--- src/hdl/pps_pkg.sv ---
// package for the preemptive priority scheduler
// entry type, request and status codes, queue sizes; no dependencies
package pps_pkg;

    localparam int READY_DEPTH = 16;
    localparam int FIFO_DEPTH  = 4;
    localparam int RA_W        = $clog2(READY_DEPTH);
    localparam int RS_W        = $clog2(READY_DEPTH + 1);
    localparam int FA_W        = $clog2(FIFO_DEPTH);
    localparam int FS_W        = $clog2(FIFO_DEPTH + 1);

    typedef struct packed {
        logic [15:0] pid;
        logic [7:0]  prio;
        logic [19:0] mem;
    } t_entry;

    typedef enum logic [2:0] {
        REQ_ADD        = 3'd0,
        REQ_PRINT      = 3'd1,
        REQ_PRINT_DONE = 3'd2,
        REQ_DISK       = 3'd3,
        REQ_DISK_DONE  = 3'd4,
        REQ_TERM       = 3'd5
    } t_req;

    localparam logic [2:0] ST_OK         = 3'd0;
    localparam logic [2:0] ST_NOMEM      = 3'd1;
    localparam logic [2:0] ST_READY_FULL = 3'd2;
    localparam logic [2:0] ST_PRINT_FULL = 3'd3;
    localparam logic [2:0] ST_DISK_FULL  = 3'd4;
    localparam logic [2:0] ST_NOTHING    = 3'd5;
    localparam logic [2:0] ST_BAD        = 3'd6;

    localparam logic [1:0] CFG_TOTAL_MEM = 2'd0;
    localparam logic [1:0] CFG_PRINT_LIM = 2'd1;
    localparam logic [1:0] CFG_DISK_LIM  = 2'd2;

endpackage

--- src/hdl/pps_ready_mem.sv ---
// ready queue storage: one write port, one registered read port
// uses pps_pkg
module pps_ready_mem (
    input  logic                    i_clk,
    input  logic                    i_we,
    input  logic [pps_pkg::RA_W-1:0] i_waddr,
    input  pps_pkg::t_entry         i_wdata,
    input  logic [pps_pkg::RA_W-1:0] i_raddr,
    output pps_pkg::t_entry         o_rdata
);

    pps_pkg::t_entry r_mem [pps_pkg::READY_DEPTH];

    always_ff @(posedge i_clk) begin
        if (i_we) begin
            r_mem[i_waddr] <= i_wdata;
        end
        o_rdata <= r_mem[i_raddr];
    end

endmodule

--- src/hdl/pps_io_fifo.sv ---
// circular job queue for one i/o device
// uses pps_pkg
module pps_io_fifo (
    input  logic                    i_clk,
    input  logic                    i_rst_n,
    input  logic                    i_push,
    input  pps_pkg::t_entry         i_push_data,
    input  logic                    i_pop,
    output pps_pkg::t_entry         o_head,
    output logic [pps_pkg::FS_W-1:0] o_fill
);

    pps_pkg::t_entry            r_mem [pps_pkg::FIFO_DEPTH];
    logic [pps_pkg::FA_W-1:0]   r_wp;
    logic [pps_pkg::FA_W-1:0]   r_rp;
    logic [pps_pkg::FS_W-1:0]   r_fill;

    always_ff @(posedge i_clk) begin
        if (i_push) begin
            r_mem[r_wp] <= i_push_data;
        end
    end

    always_ff @(posedge i_clk) begin
        if (!i_rst_n) begin
            r_wp   <= '0;
            r_rp   <= '0;
            r_fill <= '0;
        end else begin
            if (i_push) begin
                r_wp <= (r_wp == pps_pkg::FA_W'(pps_pkg::FIFO_DEPTH - 1)) ? '0 : r_wp + 1'b1;
            end
            if (i_pop) begin
                r_rp <= (r_rp == pps_pkg::FA_W'(pps_pkg::FIFO_DEPTH - 1)) ? '0 : r_rp + 1'b1;
            end
            if (i_push && !i_pop) begin
                r_fill <= r_fill + 1'b1;
            end else if (i_pop && !i_push) begin
                r_fill <= r_fill - 1'b1;
            end
        end
    end

    assign o_head = r_mem[r_rp];
    assign o_fill = r_fill;

endmodule

--- src/hdl/preemptive_priority_scheduler_top.sv ---
// top level of the preemptive priority scheduler
// a rejected request goes from the transfer to S_RESP and then to the output register;
// an insert steps through S_INS_RD and S_INS_WR for each ready entry it moves, a pop
// through S_POP_RD and S_POP_WR for each entry behind the head, set by the single read
// port of the ready queue memory; output stalls hold the result in S_RESP
// one request at a time; synchronous active-low reset empties all queues
module preemptive_priority_scheduler_top (
    input  logic        i_clk,
    input  logic        i_rst_n,
    input  logic        s_axis_tvalid,
    output logic        s_axis_tready,
    input  logic [31:0] s_axis_tdata,  // req_priority, req_memory
    input  logic [2:0]  s_axis_tuser,  // req_type
    output logic        m_axis_tvalid,
    input  logic        m_axis_tready,
    // cpu_busy, running_pid, running_priority, memory_used, ready_count,
    // printer_count, disk_count, new_pid, done_pid
    output logic [87:0] m_axis_tdata,
    output logic [2:0]  m_axis_tuser,  // status
    input  logic        i_cfg_we,
    input  logic [1:0]  i_cfg_addr,
    input  logic [19:0] i_cfg_data
);

    typedef enum logic [7:0] {
        S_IDLE    = 8'b0000_0001,
        S_INS_RD  = 8'b0000_0010,
        S_INS_WR  = 8'b0000_0100,
        S_POP_RD  = 8'b0000_1000,
        S_POP_WR  = 8'b0001_0000,
        S_SCH_RD  = 8'b0010_0000,
        S_SCH_CMP = 8'b0100_0000,
        S_RESP    = 8'b1000_0000
    } t_state;

    t_state                       r_state;
    logic [19:0]                  r_total;
    logic [2:0]                   r_plim;
    logic [2:0]                   r_dlim;
    pps_pkg::t_entry              r_run;
    logic                         r_run_valid;
    pps_pkg::t_entry              r_ins;
    logic [pps_pkg::RS_W-1:0]     r_size;
    logic [pps_pkg::RS_W-1:0]     r_k;
    logic                         r_sched;
    logic                         r_pre;
    logic [19:0]                  r_used;
    logic [15:0]                  r_pid;
    logic [2:0]                   r_status;
    logic [15:0]                  r_new_id;
    logic [15:0]                  r_done_id;

    logic                         accept;
    logic [2:0]                   req;
    logic [7:0]                   req_prio;
    logic [19:0]                  req_mem;
    logic                         mem_we;
    logic [pps_pkg::RA_W-1:0]     mem_wa;
    pps_pkg::t_entry              mem_wd;
    logic [pps_pkg::RA_W-1:0]     mem_ra;
    pps_pkg::t_entry              mem_rd;
    logic                         p_push, p_pop, d_push, d_pop;
    pps_pkg::t_entry              p_head, d_head;
    logic [pps_pkg::FS_W-1:0]     p_fill, d_fill;
    logic [pps_pkg::FS_W-1:0]     p_lim, d_lim;
    logic [pps_pkg::RS_W-1:0]     k_dec;
    logic [pps_pkg::RS_W-1:0]     size_dec;
    logic [20:0]                  mem_sum;
    logic [15:0]                  n_pid;
    logic                         ready_full;
    logic                         out_free;

    assign accept     = s_axis_tvalid && s_axis_tready;
    assign req        = s_axis_tuser;
    assign req_prio   = s_axis_tdata[7:0];
    assign req_mem    = s_axis_tdata[27:8];
    assign s_axis_tready = (r_state == S_IDLE);
    assign out_free   = !m_axis_tvalid || m_axis_tready;
    assign k_dec      = r_k - 1'b1;
    assign size_dec   = r_size - 1'b1;
    assign mem_sum    = {1'b0, req_mem} + {1'b0, r_used};
    assign n_pid      = (r_pid == 16'hFFFF) ? 16'd1 : r_pid + 1'b1;
    assign ready_full = (r_size >= pps_pkg::RS_W'(pps_pkg::READY_DEPTH));
    assign p_lim = ({1'b0, r_plim} < 4'(pps_pkg::FIFO_DEPTH))
                 ? pps_pkg::FS_W'(r_plim) : pps_pkg::FS_W'(pps_pkg::FIFO_DEPTH);
    assign d_lim = ({1'b0, r_dlim} < 4'(pps_pkg::FIFO_DEPTH))
                 ? pps_pkg::FS_W'(r_dlim) : pps_pkg::FS_W'(pps_pkg::FIFO_DEPTH);

    assign p_push = accept && (req == pps_pkg::REQ_PRINT) && r_run_valid && (p_fill < p_lim);
    assign d_push = accept && (req == pps_pkg::REQ_DISK) && r_run_valid && (d_fill < d_lim);
    assign p_pop  = accept && (req == pps_pkg::REQ_PRINT_DONE) && (p_fill != '0) && !ready_full;
    assign d_pop  = accept && (req == pps_pkg::REQ_DISK_DONE) && (d_fill != '0) && !ready_full;

    pps_io_fifo u_print (
        .i_clk(i_clk), .i_rst_n(i_rst_n), .i_push(p_push), .i_push_data(r_run),
        .i_pop(p_pop), .o_head(p_head), .o_fill(p_fill)
    );

    pps_io_fifo u_disk (
        .i_clk(i_clk), .i_rst_n(i_rst_n), .i_push(d_push), .i_push_data(r_run),
        .i_pop(d_pop), .o_head(d_head), .o_fill(d_fill)
    );

    pps_ready_mem u_ready (
        .i_clk(i_clk), .i_we(mem_we), .i_waddr(mem_wa), .i_wdata(mem_wd),
        .i_raddr(mem_ra), .o_rdata(mem_rd)
    );

    always_comb begin
        mem_we = 1'b0;
        mem_wa = r_k[pps_pkg::RA_W-1:0];
        mem_wd = r_ins;
        mem_ra = '0;
        unique case (r_state)
            S_INS_RD: begin
                mem_ra = k_dec[pps_pkg::RA_W-1:0];
                mem_we = (r_k == '0);
            end
            S_INS_WR: begin
                mem_we = 1'b1;
                if (!(mem_rd.prio > r_ins.prio)) begin
                    mem_wd = mem_rd;
                end
            end
            S_POP_RD: begin
                mem_ra = r_k[pps_pkg::RA_W-1:0];
            end
            S_POP_WR: begin
                mem_we = 1'b1;
                mem_wa = k_dec[pps_pkg::RA_W-1:0];
                mem_wd = mem_rd;
            end
            default: begin
            end
        endcase
    end

    always_ff @(posedge i_clk) begin
        if (!i_rst_n) begin
            r_total <= 20'hFFFFF;
            r_plim  <= 3'd4;
            r_dlim  <= 3'd4;
        end else if (i_cfg_we) begin
            unique case (i_cfg_addr)
                pps_pkg::CFG_TOTAL_MEM: r_total <= i_cfg_data;
                pps_pkg::CFG_PRINT_LIM: r_plim  <= i_cfg_data[2:0];
                pps_pkg::CFG_DISK_LIM:  r_dlim  <= i_cfg_data[2:0];
                default: begin
                end
            endcase
        end
    end

    always_ff @(posedge i_clk) begin
        if (!i_rst_n) begin
            m_axis_tvalid <= 1'b0;
        end else if ((r_state == S_RESP) && out_free) begin
            m_axis_tvalid <= 1'b1;
        end else if (m_axis_tready) begin
            m_axis_tvalid <= 1'b0;
        end
    end

    always_ff @(posedge i_clk) begin
        if (!i_rst_n) begin
            r_state       <= S_IDLE;
            r_run         <= '0;
            r_run_valid   <= 1'b0;
            r_size        <= '0;
            r_k           <= '0;
            r_sched       <= 1'b0;
            r_pre         <= 1'b0;
            r_used        <= '0;
            r_pid         <= 16'd1;
            r_status      <= pps_pkg::ST_OK;
            r_new_id      <= '0;
            r_done_id     <= '0;
        end else begin
            unique case (r_state)
                S_IDLE: begin
                    if (accept) begin
                        r_new_id  <= '0;
                        r_done_id <= '0;
                        r_status  <= pps_pkg::ST_OK;
                        r_k       <= r_size;
                        r_sched   <= 1'b1;
                        r_state   <= S_RESP;
                        case (req)
                            pps_pkg::REQ_ADD: begin
                                if (mem_sum > {1'b0, r_total}) begin
                                    r_status <= pps_pkg::ST_NOMEM;
                                end else if (ready_full) begin
                                    r_status <= pps_pkg::ST_READY_FULL;
                                end else begin
                                    r_used   <= mem_sum[19:0];
                                    r_ins    <= '{pid: r_pid, prio: req_prio, mem: req_mem};
                                    r_new_id <= r_pid;
                                    r_pid    <= n_pid;
                                    r_state  <= S_INS_RD;
                                end
                            end
                            pps_pkg::REQ_PRINT, pps_pkg::REQ_DISK: begin
                                if (!r_run_valid) begin
                                    r_status <= pps_pkg::ST_NOTHING;
                                end else if (!(p_push || d_push)) begin
                                    r_status <= (req == pps_pkg::REQ_PRINT)
                                              ? pps_pkg::ST_PRINT_FULL : pps_pkg::ST_DISK_FULL;
                                end else begin
                                    r_run       <= '0;
                                    r_run_valid <= 1'b0;
                                    r_state     <= S_SCH_RD;
                                end
                            end
                            pps_pkg::REQ_PRINT_DONE, pps_pkg::REQ_DISK_DONE: begin
                                if ((req == pps_pkg::REQ_PRINT_DONE) ? (p_fill == '0)
                                                                      : (d_fill == '0)) begin
                                    r_status <= pps_pkg::ST_NOTHING;
                                end else if (ready_full) begin
                                    r_status <= pps_pkg::ST_READY_FULL;
                                end else begin
                                    r_ins     <= p_pop ? p_head : d_head;
                                    r_done_id <= p_pop ? p_head.pid : d_head.pid;
                                    r_state   <= S_INS_RD;
                                end
                            end
                            pps_pkg::REQ_TERM: begin
                                if (!r_run_valid) begin
                                    r_status <= pps_pkg::ST_NOTHING;
                                end else begin
                                    r_used <= (r_used >= r_run.mem) ? r_used - r_run.mem : '0;
                                    r_run       <= '0;
                                    r_run_valid <= 1'b0;
                                    r_state     <= S_SCH_RD;
                                end
                            end
                            default: r_status <= pps_pkg::ST_BAD;
                        endcase
                    end
                end
                S_INS_RD: begin
                    if (r_k == '0) begin
                        r_size  <= r_size + 1'b1;
                        r_state <= r_sched ? S_SCH_RD : S_RESP;
                    end else begin
                        r_state <= S_INS_WR;
                    end
                end
                S_INS_WR: begin
                    if (mem_rd.prio > r_ins.prio) begin
                        r_size  <= r_size + 1'b1;
                        r_state <= r_sched ? S_SCH_RD : S_RESP;
                    end else begin
                        r_k     <= k_dec;
                        r_state <= S_INS_RD;
                    end
                end
                S_SCH_RD: begin
                    r_state <= (r_size == '0) ? S_RESP : S_SCH_CMP;
                end
                S_SCH_CMP: begin
                    if (!r_run_valid || (mem_rd.prio > r_run.prio)) begin
                        r_ins       <= r_run;
                        r_pre       <= r_run_valid;
                        r_run       <= mem_rd;
                        r_run_valid <= 1'b1;
                        r_k         <= pps_pkg::RS_W'(1);
                        r_state     <= S_POP_RD;
                    end else begin
                        r_state <= S_RESP;
                    end
                end
                S_POP_RD: begin
                    if (r_k >= r_size) begin
                        r_size <= size_dec;
                        if (r_pre) begin
                            r_k     <= size_dec;
                            r_sched <= 1'b0;
                            r_state <= S_INS_RD;
                        end else begin
                            r_state <= S_RESP;
                        end
                    end else begin
                        r_state <= S_POP_WR;
                    end
                end
                S_POP_WR: begin
                    r_k     <= r_k + 1'b1;
                    r_state <= S_POP_RD;
                end
                S_RESP: begin
                    if (out_free) begin
                        m_axis_tuser  <= r_status;
                        m_axis_tdata  <= {r_done_id, r_new_id, d_fill, p_fill, r_size, r_used,
                                          r_run_valid ? r_run.prio : 8'd0,
                                          r_run_valid ? r_run.pid : 16'd0, r_run_valid};
                        r_state <= S_IDLE;
                    end
                end
                default: r_state <= S_IDLE;
            endcase
        end
    end

endmodule

--- config.mk ---
export PLATFORM = sky130hd
export DESIGN_NAME = preemptive_priority_scheduler_top
export DESIGN_NICKNAME = d
export VERILOG_FILES = /design/src/hdl/pps_pkg.sv /design/src/hdl/pps_ready_mem.sv /design/src/hdl/pps_io_fifo.sv /design/src/hdl/preemptive_priority_scheduler_top.sv
export SDC_FILE = /design/constraint.sdc
export NUM_CORES = 2
export LEC_CHECK = 0
export BUFFER_PORTS_ARGS = -buffer_cell sky130_fd_sc_hd__buf_4
export CORE_ASPECT_RATIO = 1.4
export CORE_UTILIZATION = 60
export CTS_CLUSTER_DIAMETER = 200
export DETAILED_ROUTE_END_ITERATION = 6
export GPL_ROUTABILITY_DRIVEN = 1
export GPL_TIMING_DRIVEN = 0
export PLACE_DENSITY = 0.77
export SKIP_CTS_REPAIR_TIMING = 1
export SLEW_MARGIN = 10
export SYNTH_ARGS = -nofsm -noshare
export SYNTH_HDL_FRONTEND = slang
export SYNTH_HIERARCHICAL = 1
export SYNTH_SLANG_ARGS = --single-unit
--- constraint.sdc ---
create_clock -name i_clk -period 18.25 [get_ports i_clk]
set_input_delay 5.475 -clock i_clk [delete_from_list [all_inputs] [get_ports i_clk]]
set_output_delay 5.475 -clock i_clk [all_outputs]
set_load 0.005 [all_outputs]
==> Yosys cells after proc, flatten, opt, wreduce, memory -nomap -nowiden <==
Memory sizes are Yosys's and may differ from the RTL's. A register that Yosys moved wholly into a read port is not among the register bits.
Index checks and enable logic that the tools add are counted.
{ "classes": {"add_sub_neg": 15, "magnitude_cmp": 10, "n_eq_ne": 40, "n_mux": 102, "bitwise": 2, "n_reduce_logical": 62} }
{ "op_table": {"columns": ["cell", "count"], "rows": [
  ["$mux 44", 13],
  ["$pmux 44 s2", 5],
  ["$mux 16", 8],
  ["$mux 8", 15],
  ["$mux 20", 4],
  ["$pmux 8 s8", 1],
  ["$mux 5", 8],
  ["$pmux 20 s2", 1],
  ["$mux 3", 11],
  ["$pmux 8 s4", 1],
  ["$pmux 5 s5", 1],
  ["$add 20x20->21", 1],
  ["$gt 21x20->1", 1],
  ["$ne 3x3->1 const B", 7],
  ["$ge 20x20->1", 1],
  ["$mux 2", 10],
  ["$ne 2x2->1 const B", 10],
  ["$sub 20x20->20", 1],
  ["$logic_and 1x1->1", 18],
  ["$add 16x1->16 const B", 1],
  ["$eq 16x16->1 const B", 1],
  ["$gt 8x8->1", 2],
  ["$mux 1", 16],
  ["$pmux 5 s3", 1],
  ["other kinds (45)", 93]
]} }
{ "totals": {"ff_bits": 312, "mem_bits_rw": 1056, "in_bits": 62, "output_inout_bits": 93, "wordCells": 264, "mem_count": 3} }
{ "mem_list": {"columns": ["memory", "depth", "word_bits", "read_ports", "rd_ports_with_merged_regs", "wr", "line_no", "text"], "rows": [
  ["u_ready.r_mem", 16, 44, 1, 1, 1, "pps_ready_mem.sv:12", "pps_pkg::t_entry r_mem [pps_pkg::READY_DEPTH];"],
  ["u_disk.r_mem", 4, 44, 1, 1, 1, "pps_io_fifo.sv:13", "pps_pkg::t_entry r_mem [pps_pkg::FIFO_DEPTH];"],
  ["u_print.r_mem", 4, 44, 1, 1, 1, "pps_io_fifo.sv:13", null]
]} }

==> Depth between registers and ports, before layout <==
{ "logic_depth": {"ltp_word": 11, "depth_mapped": 20, "ltp_nobuf": 19} }

==> Cells and area by module <==
Netlist, hierarchy kept.
{ "modules_own_cells": {"columns": ["module", "n_inst", "cells_per_inst", "area_each_um2", "seq_area_each_um2"], "rows": [
  ["pps_ready_mem", 1, 1142, 27266.2, 22021.1],
  ["preemptive_priority_scheduler_top", 1, 1632, 15857.7, 7317.0],
  ["pps_io_fifo", 2, 272, 6852.8, 5465.2]
]} }

==> Worst setup path after synthesis <==
OpenSTA, ideal clock, no wires.
{ "synth_timing": {"kind": "input-to-reg", "from": "input port i_rst_n", "to": "register m_axis_tdata[0], enable pin", "setup_time_ps": 671, "arrival_ps": 12391, "required_time_ps": 17579, "slack_ps": 5188, "path_stages": 3, "path_buffers": 1, "cell_sequence": "inv_1 -> clkbuf_1 -> nor3b_1"} }
{ "synth_via": {"elab_chain_len": 1} }
{ "synth_lines": {"columns": ["item", "line_no", "text"], "rows": [
  ["start: declaration", "preemptive_priority_scheduler_top.sv:9", "input logic i_rst_n,"],
  ["$reduce_and 3->1 (no line)", null, null],
  ["end signal: assignment", "preemptive_priority_scheduler_top.sv:293", "m_axis_tdata <= {r_done_id, r_new_id, d_fill, p_fill, r_size, r_used,"],
  ["end: declaration", "preemptive_priority_scheduler_top.sv:18", "output logic [87:0] m_axis_tdata,"]
]} }
Every way passes these cells.
A chain may end at the register's enable or synchronous reset.

==> Worst setup path after layout <==
{ "layout_timing": {"from": "input port s_axis_tdata[8]", "to": "register r_ins[10] in the netlist's numbering, enable pin"} }
{ "layout_via": {"elab_chain_len": 4} }
{ "layout_lines": {"columns": ["item", "line_no", "text"], "rows": [
  ["start: declaration", "preemptive_priority_scheduler_top.sv:12", "input logic [31:0] s_axis_tdata,"],
  ["$add 20x20->21", "preemptive_priority_scheduler_top.sv:81", "assign mem_sum = {1'b0, req_mem} + {1'b0, r_used};"],
  ["$gt 21x20->1", "preemptive_priority_scheduler_top.sv:190", "if (mem_sum > {1'b0, r_total}) begin"],
  ["$ne 3x3->1 (no line)", null, null],
  ["$reduce_and 9->1 (no line)", null, null],
  ["end signal: assignment", "preemptive_priority_scheduler_top.sv:196", "r_ins <= '{pid: r_pid, prio: req_prio, mem: req_mem};"],
  ["end signal: assignment", "preemptive_priority_scheduler_top.sv:221", "r_ins <= p_pop ? p_head : d_head;"],
  ["end signal: assignment", "preemptive_priority_scheduler_top.sv:262", "r_ins <= r_run;"],
  ["end: declaration", "preemptive_priority_scheduler_top.sv:42", "pps_pkg::t_entry r_ins;"]
]} }
Every way passes these cells.

==> impl_results.md <==
- Status: finished with violations
- Violated checks: DRC
- Final HPWL DP: 95500 µm
- Initial antenna violation count: 0
- Tightest Pin Transition: 1.31 ns
- Post-route ant nets: 0
- CP delay by family, top: compound AO/OA/AOI/OAI gates
- Filler cells: 5807
- Vert. Die Dim: 366 µm
- Post-synth cell types: 81
- Leakage: 21.4 nW
- Worst-path fanout max: 31
- TNS Setup: 0 ns
- Hold_ws: 0.427 ns
- Pre-antenna DRT Iters: 7
- 1st-iter DRT viols: 3258
- Max-cap viol count: 0
- Core Box Area: 0.0939 mm²
- Post-DR wirelength/cell: 28.1 µm
- CTS clock-pin slew for the worst setup and hold paths: 0.06 ns
- Total gr overflow: 0
- Final number of max-transition violations: 0
- Final Skew: 0.0211 ns
- Largest net degree at the start of global routing: 45
- WP buf/inv: 4
- Worst EP required: 18.66 ns
- Overall die width: 262 µm
- Final Hold Viols: 0
- Switching power: 1.34 mW
- Int Pwr: 5.07 mW
- Post-synthesis register bit count: 1416
- CP max stage delay: 0.77 ns
- Slew HR: 0.127
- Vias: 32080
- DRC: 1
- H-tree levels: 3
- Initial core utilization: 0.606
- Setup Viol. Count Final: 0
- Total power per unit cell area: 99.2 mW/mm²
- Post-synth EDFFs: 1191
- Max VDD drop: 0.0709 mV
- DIE AREA: 0.0960 mm²
- Synth-to-Final Area Change: 13.7%
- Clock tree buffer depth: 3
- Antenna cells: 0
- CP max stage cell: a2111oi_0
- Clock latency on the worst-skew pair: 0.73 ns
- Tot GR Track Use: 0.295
- Critical Path AT: 11.54 ns
- Vias per cell: 6.44
- Reg power frac: 0.544
- Worst path cell trace: buf_4 > ha_1 > inv_1 > fa_1 > nor2b_1 > o31a_1 > o221ai_1 > o31ai_1 > a31oi_1 > a21oi_1 > xor2_1 > ha_1 > a2111oi_0 > o21ai_0 > a2111oi_0 > o31ai_2 > buf_4 > nor2_1 > a21oi_1 > o21ai_0 > and3_2 > buf_12
- Placement row count: 133
- Sw Ratio: 0.210
- CP Class: in2reg
- RSZ-0062 raised after global routing: false
- Synthesized instance count: 3318
- CTS sink count: 1416
- Combinational share of power: 0.040
- Setup crit end kind: flop
- Mapped cell area: 0.0568 mm²
- Fraction of layout cells with a size suffix above 1: 0.213
- RD Place Congestion: 0.898
- Top FF cell, synth: edfxtp_1
- Maximum clock rate: 89.8 MHz
- Number of CTS-inserted buffers: 121
- CTS tree: done
- Number of global-route vias before repair: 32930
- IO buf count: 150
- First-pass GRT wire length: 206000 µm
- Crit share post-route: 0.610
- Syn_nets: 3488
- Root Driver: clkbuf_16
- Post-Route WL: 140000 µm
- Ys Warns: 6
- Post-layout min period: 11.13 ns
- Clock share of power: 0.416
- Worst hold-check path type: reg2reg
- Final net count: 3826
- I/O pins: 155
- Post-synth ARST share: 0
- Startpoint Class: primary input
- Mean area per synthesized cell: 17.1 µm²
- Sequential fraction of the synthesis area: 0.709
-- routing by layer --
metal | part of all wire | track usage | vias to the layer above
met4 | 0.065 | 0.180 | 0
li1 | - | - | 13793
met1 | 0.36 | 0.355 | 16294
met2 | 0.51 | 0.504 | 1616
met3 | 0.068 | 0.0369 | 377
met5 | 0 | 0 | -
-- cell families after synthesis --
group,count (synthesis),synth area share
multiplexers,360,0.123
AND/OR/NAND/NOR,576,0.0480
XOR/XNOR,62,0.00956
AO/OA/AOI/OAI,534,0.0631
adder cells (fa/ha/maj),108,0.0243
buffers and inverters,262,0.0236
flip-flops,1416,0.709
-- synthesized netlist by cell type (6+ instances only) --
| cell | count | share of area |
|---|---|---|
| or3_1 | 8 | 0.00088 |
| nand4_1 | 21 | 0.0023 |
| dfxtp_1 | 225 | 0.079 |
| buf_1 | 10 | 0.00066 |
| a31oi_1 | 12 | 0.0013 |
| o211ai_1 | 27 | 0.0036 |
| edfxtp_1 | 1191 | 0.63 |
| a21o_1 | 25 | 0.0033 |
| nand3b_1 | 6 | 0.00079 |
| nor3_1 | 29 | 0.0026 |
| nor2_1 | 200 | 0.013 |
| nand3_1 | 29 | 0.0026 |
| and2_1 | 34 | 0.0037 |
| buf_6 | 21 | 0.0042 |
| buf_2 | 25 | 0.0022 |
| o21ai_0 | 54 | 0.0048 |
| mux4_1 | 8 | 0.0037 |
| mux4_2 | 256 | 0.10 |
| nand2b_1 | 16 | 0.0018 |
| a221oi_1 | 18 | 0.0028 |
| nor2b_1 | 22 | 0.0024 |
| o21ai_1 | 52 | 0.0046 |
| mux2i_1 | 58 | 0.010 |
| a22o_1 | 43 | 0.0066 |
| a21oi_2 | 9 | 0.0014 |
| inv_1 | 90 | 0.0059 |
| xor2_1 | 29 | 0.0045 |
| a21oi_1 | 118 | 0.010 |
| xnor2_1 | 33 | 0.0051 |
| a211oi_1 | 12 | 0.0016 |
| o21a_1 | 10 | 0.0013 |
| mux2_2 | 8 | 0.0016 |
| or2_2 | 6 | 0.00066 |
| buf_4 | 8 | 0.0011 |
| mux2_1 | 30 | 0.0059 |
| or3b_2 | 6 | 0.00092 |
| a22oi_1 | 108 | 0.014 |
| ha_1 | 104 | 0.023 |
| buf_12 | 8 | 0.0028 |
| and3_1 | 11 | 0.0012 |
| nand2_1 | 156 | 0.010 |
| nor3b_1 | 9 | 0.0012 |
| clkbuf_1 | 94 | 0.0062 |
-- registers in the layout (all words and copies together), names as in the netlist, 5 cells and up, named ones only --
signal           cells
u_ready/r_mem      704
u_disk/r_mem       176
u_print/r_mem      176
m_axis_tdata        88
r_ins               44
r_run               44
u_ready/o_rdata     44
r_total             20
r_used              20
r_done_id           16
r_new_id            16
r_pid               16
r_state              8
r_k                  5
r_size               5
-- worst register-to-register path: cells and delay by family (launching register included) --
family / cells / cell delay, ns
AOI/OAI and AO/OA: 11 / 3.45
buffers and inverters: 3 / 0.59
adders and majority gates: 2 / 0.75
xor gates and xnor gates: 1 / 0.26
DFF: 1 / 0.45
and+or+nand+nor: 3 / 0.82
-- cell usage in the layout, fill, tap and decap left out, types with 12 or more instances in the layout --
master / synthesis / final
nand4_1: 21 / 21
ha_1: 104 / 104
mux4_2: 256 / 256
clkinv_2: 0 / 26
o21ai_0: 54 / 47
and2_1: 34 / 26
mux2_1: 30 / 30
a22o_1: 43 / 43
a211oi_1: 12 / 12
nor2_4: 0 / 12
nand3_1: 29 / 29
nand2b_1: 16 / 16
dfxtp_1: 225 / 225
bufinv_16: 0 / 14
a22oi_1: 108 / 108
nor2b_1: 22 / 22
a221oi_1: 18 / 18
clkbuf_1: 94 / 118
nor3_1: 29 / 24
buf_4: 8 / 189
clkinv_1: 2 / 13
buf_2: 25 / 25
buf_12: 8 / 27
o211ai_1: 27 / 27
xor2_1: 29 / 29
mux2i_1: 58 / 58
o21ai_1: 52 / 59
inv_1: 90 / 90
a21oi_1: 118 / 118
a21o_1: 25 / 25
nand2_1: 156 / 156
nor2_1: 200 / 188
xnor2_1: 33 / 33
clkbuf_16: 0 / 126
edfxtp_1: 1191 / 1191
buf_6: 21 / 31
-- cell type report --
| class | instances | area [µm²] | area share |
|---|---|---|---|
| Tap cell | 1215 | 1520 | 0.0235 |
| Timing Repair Buffer | 215 | 1990 | 0.0308 |
| Inverter | 94 | 358 | 0.00554 |
| Multi-Input combinational cell | 1640 | 15400 | 0.238 |
| Clock buffer | 157 | 3340 | 0.0517 |
| Clock inverter | 73 | 797 | 0.0123 |
| Buffer | 168 | 982 | 0.0152 |
| Sequential cell | 1416 | 40300 | 0.623 |
-- power groups by stage --
stage / Sequential [mW] / Clock [mW] / Combinational [mW]
global placement: 3.56 / 0 / 0.239
CTS: 3.49 / 2.69 / 0.252
floorplan: 3.56 / 0 / 0.162
global route: 3.49 / 2.81 / 0.275
detailed placement: 3.56 / 0 / 0.249
finish: 3.49 / 2.67 / 0.254
-- through the flow --
stage	setup WS, ns	power [mW]	instances	util	area [µm²]
5_1_grt	6.91	6.57	4978	0.689	64600
2_1_floorplan	5.19	3.72	3318	-	56800
3_5_place_dp	6.44	3.81	4748	0.645	60500
4_1_cts	7.20	6.44	4978	0.689	64600
3_3_place_gp	1.40	3.80	4683	0.634	59500
6_report	7.12	6.42	4978	0.689	64600
-- final timing paths --
path / slack [ns] / depth (start not counted) / start / end
min: 0.43 / 0 / r_size[3] / m_axis_tdata[48]
max reg2reg: 11.57 / 20 / r_used[1] / r_ins[10]
max: 7.12 / 22 / s_axis_tdata[8] / r_ins[10]
min reg2reg: 0.43 / 0 / r_size[3] / m_axis_tdata[48]
Note: power is estimated with default switching activity, not from simulation.
